`src/hdl/mexp_pkg.sv`:
```
// ----------------------------------------------------------------------------
// mexp_pkg: shared types for the modular exponentiation core
// Status word passed from the modular multiplier back to the sequencer.
// ----------------------------------------------------------------------------
package mexp_pkg;

    // multiplier status towards the sequencer
    typedef struct packed {
        logic busy;   // a product is being formed
        logic done;   // one-cycle pulse, product valid
    } mexp_mul_stat_t;

endpackage

```
`src/hdl/mexp_modmul.sv`:
```
// ----------------------------------------------------------------------------
// mexp_modmul: iterative modular multiplier
// Forms (opa * opb) mod modulus, one bit of opb per cycle, MSB first.
// Requires opa < modulus and modulus > 0. The accumulator stays below
// the modulus after every step.
// ----------------------------------------------------------------------------
module mexp_modmul
    import mexp_pkg::*;
#(
    parameter int WIDTH = 31
)
(
    input  logic                 clk,
    input  logic                 rst_n,
    input  logic                 start,
    input  logic [WIDTH-1:0]     opa,
    input  logic [WIDTH-1:0]     opb,
    input  logic [WIDTH-1:0]     modulus,
    output logic [WIDTH-1:0]     product,
    output mexp_mul_stat_t       stat
);

    localparam int CNT_W = (WIDTH > 1) ? $clog2(WIDTH) : 1;
    localparam logic [CNT_W-1:0] CNT_TOP = CNT_W'(WIDTH - 1);

    logic [WIDTH-1:0] acc_reg,  acc_next;
    logic [WIDTH-1:0] opa_reg;
    logic [WIDTH-1:0] opb_reg;
    logic [CNT_W-1:0] cnt_reg;
    logic             busy_reg;
    logic             done_reg;

    // one step: 2*acc + bit*opa, then take off 0, m or 2m
    logic [WIDTH+1:0] sum;
    logic [WIDTH+1:0] diff1;
    logic [WIDTH+1:0] diff2;

    always_comb
    begin
        sum   = {1'b0, acc_reg, 1'b0}
              + (opb_reg[WIDTH-1] ? {2'b00, opa_reg} : {(WIDTH+2){1'b0}});
        diff1 = sum - {2'b00, modulus};
        diff2 = sum - {1'b0, modulus, 1'b0};
        if (!diff2[WIDTH+1])
        begin
            acc_next = diff2[WIDTH-1:0];
        end
        else if (!diff1[WIDTH+1])
        begin
            acc_next = diff1[WIDTH-1:0];
        end
        else
        begin
            acc_next = sum[WIDTH-1:0];
        end
    end

    // control: load on start, count down the multiplier bits
    always_ff @(posedge clk or negedge rst_n)
    begin
        if (!rst_n)
        begin
            busy_reg <= 1'b0;
            done_reg <= 1'b0;
            cnt_reg  <= '0;
        end
        else
        begin
            done_reg <= 1'b0;
            if (start)
            begin
                busy_reg <= 1'b1;
                cnt_reg  <= CNT_TOP;
            end
            else if (busy_reg)
            begin
                cnt_reg <= cnt_reg - 1'b1;
                if (cnt_reg == '0)
                begin
                    busy_reg <= 1'b0;
                    done_reg <= 1'b1;
                end
            end
        end
    end

    // datapath
    always_ff @(posedge clk)
    begin
        if (start)
        begin
            acc_reg <= '0;
            opa_reg <= opa;
            opb_reg <= opb;
        end
        else if (busy_reg)
        begin
            acc_reg <= acc_next;
            opb_reg <= {opb_reg[WIDTH-2:0], 1'b0};
        end
    end

    assign product   = acc_reg;
    assign stat.busy = busy_reg;
    assign stat.done = done_reg;

endmodule

```
`src/hdl/modular_exponentiation_core.sv`:
```
// ----------------------------------------------------------------------------
// modular_exponentiation_core: base ** exponent mod modulus
// Left-to-right square-and-multiply around one shared modular multiplier.
//
//   port group          dir   handshake            word
//   in  (base,exponent) in    in_valid/in_ready    one operand pair
//   out (result)        out   out_valid/out_ready  one result
//   APB (modulus)       in    psel/penable/pready  register 0, 4-byte step
//
// Each item runs one reduction of the base, OPERAND_BITS squarings and one
// multiply per set exponent bit, all in the shared multiplier. Exponent
// zero or modulus zero go straight to the finish state without the multiplier.
// in_ready is high only while the sequencer is idle; a finished word waits
// in the output register while the next pair is taken.
// Reset sets the modulus to 1 and clears all control state.
// ----------------------------------------------------------------------------
module modular_exponentiation_core
    import mexp_pkg::*;
#(
    parameter int OPERAND_BITS = 31
)
(
    input  logic                          clk,
    input  logic                          rst_n,
    // operand channel
    input  logic                          in_valid,
    output logic                          in_ready,
    input  logic [OPERAND_BITS-1:0]       base,
    input  logic [OPERAND_BITS-1:0]       exponent,
    // result channel
    output logic                          out_valid,
    input  logic                          out_ready,
    output logic [OPERAND_BITS-1:0]       result,
    // configuration
    input  logic                          psel,
    input  logic                          penable,
    input  logic                          pwrite,
    input  logic [((OPERAND_BITS > 32) ? 4 : 3)-1:0] paddr,
    input  logic [((OPERAND_BITS > 32) ? 64 : 32)-1:0] pwdata,
    output logic [((OPERAND_BITS > 32) ? 64 : 32)-1:0] prdata,
    output logic                          pready
);

    localparam int N      = OPERAND_BITS;
    localparam int DATA_W = (N > 32) ? 64 : 32;
    localparam int ADDR_W = (N > 32) ? 4 : 3;
    localparam int CNT_W  = $clog2(N);
    localparam logic [CNT_W-1:0] BIT_TOP = CNT_W'(N - 1);
    localparam logic [N-1:0] ONE = {{(N-1){1'b0}}, 1'b1};

    localparam logic [2:0] ST_IDLE   = 3'd0;
    localparam logic [2:0] ST_REDUCE = 3'd1;
    localparam logic [2:0] ST_SQUARE = 3'd2;
    localparam logic [2:0] ST_MULT   = 3'd3;
    localparam logic [2:0] ST_FINISH = 3'd4;

    logic [2:0]       state_reg,   state_next;
    logic [N-1:0]     modulus_reg;
    logic [N-1:0]     exp_reg,     exp_next;
    logic [N-1:0]     base_reg,    base_next;
    logic [N-1:0]     r_reg,       r_next;
    logic [CNT_W-1:0] bit_reg,     bit_next;
    logic             start_reg,   start_next;
    logic [N-1:0]     opa_reg,     opa_next;
    logic [N-1:0]     opb_reg,     opb_next;
    logic             out_valid_reg;
    logic [N-1:0]     result_reg;
    logic             load_out;

    logic [N-1:0]     product;
    mexp_mul_stat_t   mul_stat;

    // register port
    logic cfg_write;
    assign cfg_write = psel & penable & pwrite & pready;
    assign pready    = 1'b1;
    assign prdata    = (paddr[ADDR_W-1] == 1'b0) ? DATA_W'(modulus_reg) : '0;

    always_ff @(posedge clk or negedge rst_n)
    begin
        if (!rst_n)
        begin
            modulus_reg <= ONE;
        end
        else if (cfg_write && (paddr[ADDR_W-1] == 1'b0))
        begin
            modulus_reg <= pwdata[N-1:0];
        end
    end

    // shared multiplier
    mexp_modmul #(
        .WIDTH   (N)
    ) u_modmul (
        .clk     (clk),
        .rst_n   (rst_n),
        .start   (start_reg),
        .opa     (opa_reg),
        .opb     (opb_reg),
        .modulus (modulus_reg),
        .product (product),
        .stat    (mul_stat)
    );

    assign in_ready = (state_reg == ST_IDLE);
    assign load_out = (state_reg == ST_FINISH) && (!out_valid_reg || out_ready);

    // sequencer
    always_comb
    begin
        state_next = state_reg;
        exp_next   = exp_reg;
        base_next  = base_reg;
        r_next     = r_reg;
        bit_next   = bit_reg;
        start_next = 1'b0;
        opa_next   = opa_reg;
        opb_next   = opb_reg;

        case (state_reg)
            ST_IDLE:
            begin
                if (in_valid)
                begin
                    exp_next = exponent;
                    if (exponent == '0)
                    begin
                        r_next     = ONE;
                        state_next = ST_FINISH;
                    end
                    else if (modulus_reg == '0)
                    begin
                        r_next     = '0;
                        state_next = ST_FINISH;
                    end
                    else
                    begin
                        // base mod m as 1 * base mod m
                        opa_next   = ONE;
                        opb_next   = base;
                        start_next = 1'b1;
                        state_next = ST_REDUCE;
                    end
                end
            end

            ST_REDUCE:
            begin
                if (mul_stat.done)
                begin
                    base_next  = product;
                    r_next     = (modulus_reg == ONE) ? '0 : ONE;
                    bit_next   = BIT_TOP;
                    opa_next   = (modulus_reg == ONE) ? '0 : ONE;
                    opb_next   = (modulus_reg == ONE) ? '0 : ONE;
                    start_next = 1'b1;
                    state_next = ST_SQUARE;
                end
            end

            ST_SQUARE:
            begin
                if (mul_stat.done)
                begin
                    r_next = product;
                    if (exp_reg[N-1])
                    begin
                        opa_next   = product;
                        opb_next   = base_reg;
                        start_next = 1'b1;
                        state_next = ST_MULT;
                    end
                    else if (bit_reg == '0)
                    begin
                        state_next = ST_FINISH;
                    end
                    else
                    begin
                        bit_next   = bit_reg - 1'b1;
                        exp_next   = {exp_reg[N-2:0], 1'b0};
                        opa_next   = product;
                        opb_next   = product;
                        start_next = 1'b1;
                    end
                end
            end

            ST_MULT:
            begin
                if (mul_stat.done)
                begin
                    r_next = product;
                    if (bit_reg == '0)
                    begin
                        state_next = ST_FINISH;
                    end
                    else
                    begin
                        bit_next   = bit_reg - 1'b1;
                        exp_next   = {exp_reg[N-2:0], 1'b0};
                        opa_next   = product;
                        opb_next   = product;
                        start_next = 1'b1;
                        state_next = ST_SQUARE;
                    end
                end
            end

            ST_FINISH:
            begin
                if (load_out)
                begin
                    state_next = ST_IDLE;
                end
            end

            default:
            begin
                state_next = ST_IDLE;
            end
        endcase
    end

    // control registers
    always_ff @(posedge clk or negedge rst_n)
    begin
        if (!rst_n)
        begin
            state_reg <= ST_IDLE;
            start_reg <= 1'b0;
            bit_reg   <= '0;
        end
        else
        begin
            state_reg <= state_next;
            start_reg <= start_next;
            bit_reg   <= bit_next;
        end
    end

    // working operands
    always_ff @(posedge clk)
    begin
        exp_reg  <= exp_next;
        base_reg <= base_next;
        r_reg    <= r_next;
        opa_reg  <= opa_next;
        opb_reg  <= opb_next;
    end

    // output register
    always_ff @(posedge clk or negedge rst_n)
    begin
        if (!rst_n)
        begin
            out_valid_reg <= 1'b0;
        end
        else if (load_out)
        begin
            out_valid_reg <= 1'b1;
        end
        else if (out_ready)
        begin
            out_valid_reg <= 1'b0;
        end
    end

    always_ff @(posedge clk)
    begin
        if (load_out)
        begin
            result_reg <= r_reg;
        end
    end

    assign out_valid = out_valid_reg;
    assign result    = result_reg;

endmodule

```
`config.mk`:
```
export PLATFORM = sky130hd
export DESIGN_NAME = modular_exponentiation_core
export DESIGN_NICKNAME = d
export VERILOG_FILES = /design/src/hdl/mexp_pkg.sv /design/src/hdl/mexp_modmul.sv /design/src/hdl/modular_exponentiation_core.sv
export SDC_FILE = /design/constraint.sdc
export NUM_CORES = 1
export LEC_CHECK = 0
export BUFFER_PORTS_ARGS = -buffer_cell sky130_fd_sc_hd__buf_2
export CORE_MARGIN = 5
export CORE_UTILIZATION = 25
export DETAILED_ROUTE_END_ITERATION = 10
export PLACE_DENSITY = 0.48
export SYNTH_ARGS = -nofsm -noshare
export SYNTH_HDL_FRONTEND = slang
export SYNTH_HIERARCHICAL = 1
export SYNTH_SLANG_ARGS = --single-unit
```
`constraint.sdc`:
```
create_clock -name clk -period 9 [get_ports clk]
set_input_delay 0.45 -clock clk [delete_from_list [all_inputs] [get_ports clk]]
set_output_delay 0.45 -clock clk [all_outputs]
set_load 0.01 [all_outputs]
```
==> metrics, run 1 <==
status complete, no violations; CTS Buf Count 40; vias in the first global route 13,700; initial DRC count 944; GR Overflow Total 0; via count 14,200; first-pass GRT wire length 84,300 um; worst ir drop on vdd 0.000142 V; largest net degree at the start of global routing 69; Row Count 100; Clock Pin Slew Worst Setup and Hold Paths 0.06 ns; pre-CTS setup slack 1.33 ns; die height 283 um; RSZ-0062 raised after global routing false; mapped cell area 0.0186 mm2; Resize count post-CTS 0; Max Clock Freq 130 MHz; final core occ 0.296; Slew headroom 0.225; Crit Path Class reg -> reg; area of the multi-input gates 0.00884 mm2; worst-margin pin slew 1.16 ns; Req. time, crit path 9.49 ns; commonest non-fill, non-tap cell in the layout edfxtp_1; routability congestion estimate 0.871; min cycle time layout 7.68 ns; core area 0.0742 mm2; Clock Skew 0.0309 ns; Starting Density 0.251; CP Cell Sequence and2_1 > ha_1 > inv_1 > fa_1 > nand2b_1 > a21oi_1 > o22a_1 > a21o_1 > a21oi_1 > nand3b_1 > a31oi_1 > ha_1 > a21oi_1 > o21ai_0 > a31oi_1 > a211oi_1 > buf_4 > a31oi_1 > o21ai_1 > xnor2_2 > nand2_1 > o221ai_1; clock share of power 0.420; H-tree levels 2; Crit Path Max Fanout 31; Via density 4.94; YS warnings 6; chip width 283 um; final hold slack 0.102 ns; Ports 170; Final Setup Violations 0; endpoints failing hold 0; combinational power share 0.176; Tot GR Track Use 0.135; post-route ant nets 0; crit path DAT 8.17 ns; sequential share of power 0.404; Nets 2,077; commonest cells after routing, fill and taps aside edfxtp_1 (248), nand2_1 (165), buf_2 (164); Critical Path Slowest Stage Cell edfxtp_1; Final Cycle Share 0.853; Port Buf Inserts 164; crit end category register; final WL 56,400 um; Fin Setup TNS 0 ns; Avg Inst Size Synth 10.8 um2; worst skew pair latency 0.58 ns; hold crit path type in -> reg; Lkg Pwr 8.29 nW; Pre-antenna DRT Iters 5; Max stage delay on crit path 0.92 ns; DRC viols 0; Reg area 0.00927 mm2; Sw Pwr 0.00116 W; root buf cell clkbuf_16; CP Launch Type register; max-slew violation count 0; share of cells above drive strength 1 0.185; syn nets 1,930; PnR worst setup slack 1.32 ns; Avg WL per Cell 19.6 um; die area 0.0800 mm2; # fillers 7,648; CTS tree built; Area growth syn-to-layout 18.1%; CTS Sinks 327; Max-Cap Viols 0; clk buf depth 3; Int Pwr 0.00298 W; Sw Ratio 0.280; dpl hpwl 40,300 um; Mapped Cells 1,727; initial antenna violation count 1; PD cells 188 mW/mm2
## worst paths after layout
| check | cells after the start | slack, ns | from | endpoint |
|---|---|---|---|---|
| max | 22 | 1.32 | u_modmul/opb_reg[30] | u_modmul/product[19] |
| min | 2 | 0.10 | pwdata[24] | modulus_reg[24] |
| max reg2reg | 22 | 1.32 | u_modmul/opb_reg[30] | u_modmul/product[19] |
| min reg2reg | 0 | 0.41 | r_reg[13] | result[13] |
| max in group asynchronous | 3 | 7.96 | rst_n | start_reg |
| min in group asynchronous | 3 | 0.54 | rst_n | modulus_reg[27] |
## area by class of cell
class / instances / share of cell area
clock inverter: 25 / 0.0166
clock buffer: 49 / 0.0475
multi-input combinational: 1248 / 0.402
inverter: 73 / 0.0125
timing repair buffer: 184 / 0.0443
antenna: 1 / 0.000114
sequential: 327 / 0.422
tap: 969 / 0.0551
## power groups by stage
stage               clock [W]  combinational, W  sequential, W
CTS                   0.00180          0.000722        0.00168
global route          0.00186          0.000801        0.00168
floorplan                   0          0.000517        0.00169
detailed placement          0          0.000716        0.00171
finish                0.00174          0.000728        0.00167
global placement            0          0.000708        0.00170
## critical path, delay by kind of cell, from the launching register on
kind | cells | cell delay [ns]
AOI/OAI and AO/OA | 12 | 3.18
xor gates and xnor gates | 1 | 0.90
adders and majority gates | 3 | 0.99
buffers and inverters | 2 | 0.26
DFF | 1 | 0.92
and+or+nand+nor | 4 | 1.31
## metal layers
layer / part of all wire / wire (um) / track usage / vias to the layer above
li1: - / - / - / 6761
met1: 0.49 / 27500 / 0.203 / 6939
met2: 0.43 / 24500 / 0.204 / 447
met3: 0.062 / 3510 / 0.0229 / 55
met4: 0.015 / 830 / 0.0280 / 0
met5: 0 / 0 / 0 / -
## through the flow
step	total power (W)	cells	cell area [um2]
after global placement	0.00241	2800	20600
after CTS	0.00419	2875	22000
after detailed placement	0.00242	2800	20600
after floorplan	0.00220	1727	18600
final	0.00414	2876	22000
after global routing	0.00434	2875	22000
## timing repair
| action | in CTS | in global routing |
|---|---|---|
| setup buffers | 0 | 0 |
| endpoints found under the setup margin | 0 | 0 |
| endpoints found under the hold margin | 4 | 0 |
| hold buffers | 1 | 0 |
Note: power is estimated with default switching activity, not from simulation.
==> run 2, diff against run 1 <==
==> constraint.sdc (replaced) <==
create_clock -name clk -period 9 [get_ports clk]
set_input_delay 1.35 -clock clk [delete_from_list [all_inputs] [get_ports clk]]
set_output_delay 1.35 -clock clk [all_outputs]
set_load 0.01 [all_outputs]
==> metrics, run 2 (same netlist as run 1, synthesis figures left out) <==
Critical Path Slowest Stage Cell edfxtp_1; Row Count 100 (unchanged); Nets 2,076 (-0.048%); Worst R2R Path Depth 22 (unchanged); Crit Path Max Fanout 31 (unchanged); crit path DAT 8.31 ns (+0.14 ns); Lkg Pwr 8.21 nW (-0.96%); commonest non-fill, non-tap cell in the layout edfxtp_1; CP Launch Type register; vias in the first global route 13,900 (+1.3%); max-slew violation count 0 (unchanged); GR Overflow Total 0 (unchanged); Fin Setup TNS 0 ns (unchanged); largest net degree at the start of global routing 69 (unchanged); Starting Density 0.251 (unchanged); Port Buf Inserts 164 (unchanged); dpl hpwl 40,300 um (about the same); combinational power share 0.184 (+0.008); Resize count post-CTS 0 (unchanged); Hold Path Depth 0 (-2); min cycle time layout 7.86 ns (+0.182 ns); RSZ-0062 raised after global routing false; core area 0.0742 mm2 (unchanged); crit end category register; Max Clock Freq 127 MHz (-2.3%); H-tree levels 2 (unchanged); status complete, no violations; die area 0.0800 mm2 (unchanged); Max stage delay on crit path 0.92 ns (about the same); final antenna diode count 0 (-1); CTS Buf Count 39 (-2.5%); share of cells above drive strength 1 0.181 (-0.00377); Clock Skew 0.0203 ns (-0.0106 ns); Avg WL per Cell 19.6 um (about the same); final WL 56,200 um (-0.29%); Sw Pwr 0.00111 W (-4.7%); final core occ 0.294 (-0.00263); postcts setup bufs 0 (unchanged); PD cells 182 mW/mm2 (-3.5%); Req. time, crit path 9.45 ns (-0.04 ns); Post-Layout Inst Area 0.0218 mm2 (-0.89%); routability congestion estimate 0.862 (-1.0%); final hold slack 0.415 ns (+0.313 ns); die height 283 um (unchanged); Final Setup Violations 0 (unchanged); CP Cell Sequence and2_1 > ha_1 > inv_1 > fa_1 > nand2b_1 > a21oi_1 > o22a_1 > a21o_1 > a21oi_1 > nand3b_1 > a31oi_1 > ha_1 > a21oi_1 > o21ai_0 > a31oi_1 > a211oi_1 > buf_4 > a31oi_1 > o21ai_1 > xnor2_2 > nand2_1 > o221ai_1; chip width 283 um (unchanged); clk buf depth 3 (unchanged); Slew headroom 0.224 (-0.000756); worst ir drop on vdd 0.000125 V (-12%); initial DRC count 1,038 (+10%); hold crit path type reg -> reg; root buf cell clkbuf_16; CTS Sinks 327 (unchanged); Max-Cap Viols 0 (unchanged); Int Pwr 0.00286 W (-4.2%); first-pass GRT wire length 84,900 um (+0.65%); Crit Path Class reg -> reg; DP Area 0.0206 mm2 (about the same); worst-margin pin slew 1.16 ns (+0.00113 ns); Via density 4.96 (+0.39%); non-filler cells, final 2,865 (-0.38%); Tot GR Track Use 0.135 (+0.000384); initial antenna violation count 2 (+1); DRC viols 0 (unchanged); post-route ant nets 0 (unchanged); Sw Ratio 0.279 (-0.00107); endpoints failing hold 0 (unchanged); hold_buf cts 0 (-1); Final Cycle Share 0.873 (+0.0202); CTS tree built; Pre-antenna DRT Iters 5 (unchanged); Clock Pin Slew Worst Setup and Hold Paths 0.06 ns (about the same); Ports 170 (unchanged); clock share of power 0.394 (-0.026); Area growth syn-to-layout 17.1%; worst skew pair latency 0.56 ns (-0.02 ns); placed insts 2,801 (+0.036%); sequential share of power 0.423 (+0.019); commonest cells after routing, fill and taps aside edfxtp_1 (248), nand2_1 (165), buf_2 (164); via count 14,200 (+0.0070%)
## run 2: metal layers
| metal | GRT usage | part of all wire | wire (um) |
|---|---|---|---|
| met1 | 0.206 | 0.49 | 27600 |
| met2 | 0.202 | 0.43 | 24100 |
| met3 | 0.0204 | 0.063 | 3550 |
| met4 | 0.0297 | 0.018 | 1010 |
| met5 | 0 | 0 | 0 |
## run 2: worst max-delay path, delay by kind of cell (launching register included)
kind / cells / cell delay (ns)
simple gates: 4 / 1.35
compound gates: 12 / 3.30
buf+inv: 2 / 0.26
fa+ha+maj: 3 / 0.99
flops: 1 / 0.92
xor+xnor: 1 / 0.91
## run 2: cell type report
class / instances / area [um2]
clock buffers: 47 / 1020
fillers: 7680 / 52400
clock inverters: 17 / 203
repair buffers: 184 / 971
inverters: 73 / 274
multi-input cells: 1248 / 8840
well taps: 969 / 1210
flip-flops and latches: 327 / 9270
## run 2: final timing paths
kind | endpoint | slack [ns] | startpoint
max in group asynchronous | start_reg | 7.63 | rst_n
max reg2reg | u_modmul/product[19] | 1.14 | u_modmul/opb_reg[30]
min reg2reg | result[16] | 0.42 | r_reg[16]
max | u_modmul/product[19] | 1.14 | u_modmul/opb_reg[30]
min | result[16] | 0.42 | r_reg[16]
min in group asynchronous | start_reg | 0.92 | rst_n
## run 2: through the flow
stage / worst slack, ns / power [W]
after floorplan: 3.28 / 0.00220
after global placement: 1.36 / 0.00241
after detailed placement: 1.27 / 0.00242
after CTS: 1.17 / 0.00401
after global routing: 0.623 / 0.00415
final: 1.14 / 0.00396
## run 2: power by group through the flow
stage	logic, W	registers (W)	clock network, W
2_1_floorplan	0.000517	0.00169	0
3_3_place_gp	0.000710	0.00170	0
3_5_place_dp	0.000716	0.00171	0
4_1_cts	0.000722	0.00168	0.00161
5_1_grt	0.000807	0.00168	0.00167
6_report	0.000727	0.00167	0.00156
